--- config.mk ---
export PLATFORM = sky130hd
export DESIGN_NAME = v4alu_sqrt
export DESIGN_NICKNAME = d
export VERILOG_FILES = /design/src/rtl/core/vec4_vector_alu_assert.svh /design/src/rtl/core/v4alu_pkg.sv /design/src/rtl/core/v4alu_sqrt.sv
export SDC_FILE = /design/constraint.sdc
export NUM_CORES = 2
export LEC_CHECK = 0
export BUFFER_PORTS_ARGS = -buffer_cell sky130_fd_sc_hd__buf_4
export CAP_MARGIN = 20
export CORE_ASPECT_RATIO = 1.25
export CORE_UTILIZATION = 55
export CTS_BUF_LIST = sky130_fd_sc_hd__clkbuf_2 sky130_fd_sc_hd__clkbuf_4 sky130_fd_sc_hd__clkbuf_8
export CTS_CLUSTER_DIAMETER = 100
export DETAILED_ROUTE_END_ITERATION = 8
export GPL_ROUTABILITY_DRIVEN = 0
export PLACE_DENSITY = 0.83
export SYNTH_ARGS = -nofsm -noshare
export SYNTH_HDL_FRONTEND = slang
export SYNTH_SLANG_ARGS = --single-unit
--- constraint.sdc ---
create_clock -name clk -period 3.3 [get_ports clk]
set_input_delay 0.825 -clock clk [delete_from_list [all_inputs] [get_ports clk]]
set_output_delay 0.825 -clock clk [all_outputs]
set_load 0.03 [all_outputs]
--- src/rtl/core/vec4_vector_alu_assert.svh ---
// Assertion macros shared by the vector ALU RTL.
// No dependencies; included by files that carry concurrent checks.
`ifndef VEC4_VECTOR_ALU_ASSERT_SVH
`define VEC4_VECTOR_ALU_ASSERT_SVH
`ifndef SYNTHESIS
`define V4_ASSERT_ALWAYS(lbl, clk, rst_n, expr) \
	lbl: assert property (@(posedge clk) disable iff (!rst_n) (expr)) \
		else $error("vec4_vector_alu assertion failed");
`define V4_ASSERT_IMPL(lbl, clk, rst_n, ante, cons) \
	lbl: assert property (@(posedge clk) disable iff (!rst_n) (ante) |-> cons) \
		else $error("vec4_vector_alu assertion failed");
`else
`define V4_ASSERT_ALWAYS(lbl, clk, rst_n, expr)
`define V4_ASSERT_IMPL(lbl, clk, rst_n, ante, cons)
`endif
`endif

--- src/rtl/core/v4alu_pkg.sv ---
// Shared types and constants for the vector ALU.
// No dependencies.
`default_nettype none
package v4alu_pkg;
	localparam int FRAC_BITS_DEF = 16;
	localparam int MAG_W = 33;
	localparam int RAD_W = 66;

	typedef enum logic [3:0] {
		OP_SCALE = 4'd0,
		OP_ADD   = 4'd1,
		OP_SUB   = 4'd2,
		OP_EQUAL = 4'd3,
		OP_DOT4  = 4'd4,
		OP_DOT3  = 4'd5,
		OP_CROSS = 4'd6,
		OP_MAG4  = 4'd7,
		OP_MAG3  = 4'd8,
		OP_NORM4 = 4'd9,
		OP_NORM3 = 4'd10
	} op_t;

	typedef struct packed {
		logic signed [31:0] x;
		logic signed [31:0] y;
		logic signed [31:0] z;
		logic signed [31:0] w;
		logic signed [31:0] scalar;
		logic               eq;
		logic               sat;
		logic               dz;
	} res_t;

	typedef struct packed {
		res_t       res;
		logic       is_mag;
		logic       is_norm;
		logic       norm3;
		logic [3:0] neg;
	} tag_t;
endpackage
`default_nettype wire

--- src/rtl/core/v4alu_sqrt.sv ---
// Pipelined integer square root, one root bit per stage.
// Depends on v4alu_pkg.
`default_nettype none
module v4alu_sqrt #(
	parameter int TAG_W = 8
) (
	input  logic                        clk,
	input  logic                        arst_n,
	input  logic                        in_valid,
	input  logic [v4alu_pkg::RAD_W-1:0] rad,
	input  logic [TAG_W-1:0]            in_tag,
	output logic                        out_valid,
	output logic [v4alu_pkg::MAG_W-1:0] root,
	output logic [TAG_W-1:0]            out_tag
);
	localparam int N  = v4alu_pkg::MAG_W;
	localparam int RW = v4alu_pkg::MAG_W + 3;
	localparam int DW = v4alu_pkg::RAD_W;

	logic          vld_s [0:N];
	logic [RW-1:0] rem_s [0:N];
	logic [N-1:0]  root_s [0:N];
	logic [DW-1:0] rad_s [0:N];
	logic [TAG_W-1:0] tag_s [0:N];

	assign vld_s[0] = in_valid;
	assign rem_s[0] = '0;
	assign root_s[0] = '0;
	assign rad_s[0] = rad;
	assign tag_s[0] = in_tag;

	for (genvar k = 0; k < N; k++) begin : g_stage
		logic [RW-1:0] cur;
		logic [RW-1:0] trial;
		logic          take;

		always_comb begin
			cur = {rem_s[k][RW-3:0], rad_s[k][DW-1:DW-2]};
			trial = RW'({root_s[k], 2'b01});
			take = cur >= trial;
		end

		always_ff @(posedge clk or negedge arst_n) begin
			if (!arst_n) begin
				vld_s[k+1] <= 1'b0;
			end else begin
				vld_s[k+1] <= vld_s[k];
			end
		end

		always_ff @(posedge clk) begin
			rem_s[k+1] <= take ? cur - trial : cur;
			root_s[k+1] <= {root_s[k][N-2:0], take};
			rad_s[k+1] <= {rad_s[k][DW-3:0], 2'b00};
			tag_s[k+1] <= tag_s[k];
		end
	end

	assign out_valid = vld_s[N];
	assign root = root_s[N];
	assign out_tag = tag_s[N];
endmodule
`default_nettype wire

==> key figures <==
Outcome
  – Status: complete, but fails checks
  – Failing checks: negative setup slack

STA
  – Skew final: ~0.13 ns
  – Final worst slack: -0.03330 ns
  – Hold slack final: 0.1638 ns
  – RSZ-0062 raised after global routing: yes
  – Final setup fails: 5
  – Fmax: 300.0 MHz
  – Slew @ Worst Pin: a little over 1 ns
  – Setup TNS: -0.09240 ns
  – Rel. slew slack: 0.2924
  – Fin crit share: 1.010
  – Max-slew violation count: 0
  – Fin. Hold Viols: 0
  – Post-route minimum period: roughly 3.3 ns

Setup path
  – Worst EP required: 4.23 ns
  – Crit Path Category: register to register
  – Crit path capture type: register
  – Kind of launch point of the worst setup path: register
  – Crit Path Max Fanout: 8
  – Arr. time, crit path: 4.26 ns
  – Flop-to-flop setup slack: -0.03 ns

Synthesis
  – Yosys top cell by area: dfxtp_1
  – Flip-flop and latch count after synthesis: between 2000 and 3000
  – Synthesized area: 0.1036 mm²
  – Unique cell type count in the Yosys netlist: 97
  – Syn Nets: 10600
  – Post-synth top flop: dfxtp_1
  – Sequential area share after synthesis: 0.5716
  – Synth top area cells: dfxtp_1 56%, ha_1 7.2%, xnor2_1 4.0%
  – Ys async rst share: 0.01118
  – Most common library cells after synthesis: 2918 x dfxtp_1, 760 x inv_1, 656 x a21oi_1, 619 x nand2_1, 610 x nor2_1
  – Post-synth EDFFs: 0
  – Yosys Warn Count: 0
  – Most frequent cell after synthesis: dfxtp_1
  – Post-synthesis cell count: just under 10000
  – Top cell type's share of synthesized area: 0.5636
  – Synth Area per Inst: between 10 and 15 µm²

Clock network
  – Num CTS Buffers: roughly 430
  – CTS tree: built
  – CTS sink cnt: 2951
  – CTS H-tree lvls: 5
  – CTS root buf: clkbuf_8
  – Clock tree buffer depth: 4
  – Clk slew on worst S/H paths: about 0.08 ns
  – Worst skew pair latency: approximately 1.2 ns

Placed design
  – Placed Cells: 12540
  – Post-DP HPWL: ~160000 µm
  – Number of I/O port buffers: 118

Min path
  – Min-Delay Path Class: input port to asynchronous set/reset pin

Detailed routing
  – Post-route ant nets: 0
  – Via count: roughly 73000
  – Via/cell ratio: 5.461
  – Total detailed-routing wirelength: between 200000 and 250000 µm
  – Drt pass-1 iters: 7
  – # DRC: 0
  – Initial DRC Count: just under 5000
  – WL per Instance: 16.50 µm

Global routing
  – GRT Overall Usage: 0.2256
  – First-pass GRT wire length: approximately 350000 µm
  – Remaining Overflow, GRT: 0
  – Initial antenna violation count: 9
  – Number of global-route vias before repair: ~75000
  – Largest net degree at the start of global routing: 59

Finish
  – Final net count: between 10000 and 15000
  – Final core occ: 0.6377
  – Fillers: 13520
  – Area growth syn-to-layout: 14.86%
  – Non-filler cells in the finished layout: 13380
  – Layout cell share with drive strength beyond 1: 0.1212

Floorplanning
  – Initial Util: 0.5552
  – Die Wd: a little under 400 µm
  – Core box area: about 0.19 mm²
  – Full die area: about 0.19 mm²
  – # rows: around 180
  – Die Y: between 400 and 500 µm
  – Io pins: around 120

Pwr
  – PwrDens: between 700 and 800 mW/mm²
  – Worst VDD drop: between 600 and 700 µV
  – Static Leak: between 0.05 and 0.06 µW

Job
  – Max Cap Viol: 0
==> sequential cells by signal (all words and copies together), names as in the netlist <==
name,flops
rad_s,992
root,33
out_valid,1
tag_s,256
vld_s,32
out_tag,8
g_stage.trial,528
g_stage.cur,1101
==> metal layers <==
layer  global-route usage  wire [µm]
met1               0.2170      78010
met2               0.4276     116200
met3              0.04418      11900
met4               0.1555      14590
met5                    0          0
==> cell families after synthesis <==
kind of cell    Yosys count  synth area share
compound gates         1977            0.1183
mux                      98           0.01053
other cells               1        0.00003618
fa+ha+maj               596           0.07195
simple gates           2479            0.1190
flops                  2951            0.5716
buf+inv                 957           0.03508
xor+xnor                871           0.07360
==> path summary, 6_finish.rpt <==
| check | start | end | depth (start not counted) |
|---|---|---|---|
| worst max-delay path | g_stage[8].trial[2]$_DFF_P_ | g_stage[9].cur[35]$_DFF_P_ | 11 |
| worst min-delay path | arst_n | vld_s[30]$_DFF_PN0_ | 2 |
| worst max register to register | g_stage[8].trial[2]$_DFF_P_ | g_stage[9].cur[35]$_DFF_P_ | 11 |
| worst min register to register | rad_s[1961]$_DFF_P_ | rad_s[1897]$_DFF_P_ | 0 |
| max in group asynchronous | arst_n | out_valid$_DFF_PN0_ | 2 |
| min in group clk | rad_s[1961]$_DFF_P_ | rad_s[1897]$_DFF_P_ | 0 |
==> stage by stage <==
stage	total power, µW	cell area [µm²]	setup slack (ns)
6_report	90190	119000	-0.03330
5_1_grt	94610	119000	-0.1041
4_1_cts	90390	118600	0.003548
3_5_place_dp	59700	108500	-0.3773
3_3_place_gp	58840	108500	-0.2957
2_1_floorplan	55260	103600	0.09878
==> power breakdown <==
| part | switching, µW | leakage, µW | internal [µW] |
|---|---|---|---|
| clock network | 13000 | 0.00492 | 17400 |
| registers | 4020 | 0.0248 | 41100 |
| logic | 7980 | 0.0263 | 6630 |
==> cell type report <==
type | instances | area, µm² | area share
Inverter | 763 | 2868 | 0.02409
Clock buffer | 647 | 8148 | 0.06844
Tap cell | 2506 | 3136 | 0.02634
Timing Repair Buffer | 387 | 3297 | 0.02769
Antenna cell | 6 | 15.01 | 0.0001261
Sequential cell | 2951 | 59250 | 0.4977
Multi-Input combinational cell | 6022 | 41240 | 0.3464
Clock inverter | 97 | 1104 | 0.009270
==> placed cells by master (no fill, tap or decap), types with 73 or more instances in the layout <==
| master | instances |
|---|---|
| dfxtp_1 | 2915 |
| inv_1 | 759 |
| a21oi_1 | 649 |
| nand2_1 | 617 |
| nor2_1 | 607 |
| ha_1 | 592 |
| clkbuf_8 | 526 |
| xnor2_1 | 470 |
| o21ai_0 | 458 |
| xor2_1 | 401 |
| buf_4 | 293 |
| a21o_1 | 255 |
| nor3_1 | 219 |
| nand3_1 | 168 |
| clkbuf_4 | 121 |
| nand2b_1 | 118 |
| o21a_1 | 115 |
| nand4_1 | 107 |
| nor4_1 | 106 |
| or3_1 | 102 |
| mux2_2 | 84 |
| dlygate4sd3_1 | 77 |
| nor2b_1 | 73 |
==> what timing repair did <==
| action | in CTS | in global routing |
|---|---|---|
| endpoints found under the hold margin | 109 | 0 |
| pin swaps | 1 | 14 |
| hold buffers | 77 | 0 |
| gates resized for setup | 17 | 82 |
| buffers inserted | 0 | 14 |
| cloned | 0 | 1 |
| endpoints found under the setup margin | 44 | 278 |
==> worst max-delay path: stages (launching register included) <==
cell	delay (ns)
dfxtp_1	0.37
inv_1	0.08
ha_1	0.36
nor2b_1	0.20
o21ai_2	0.25
a21oi_1	0.22
o31a_1	0.31
o21a_1	0.22
or4b_4	0.62
nand4_1	0.29
nor2_1	0.11
xor2_1	0.16
(Power assumes the default switching activity.)
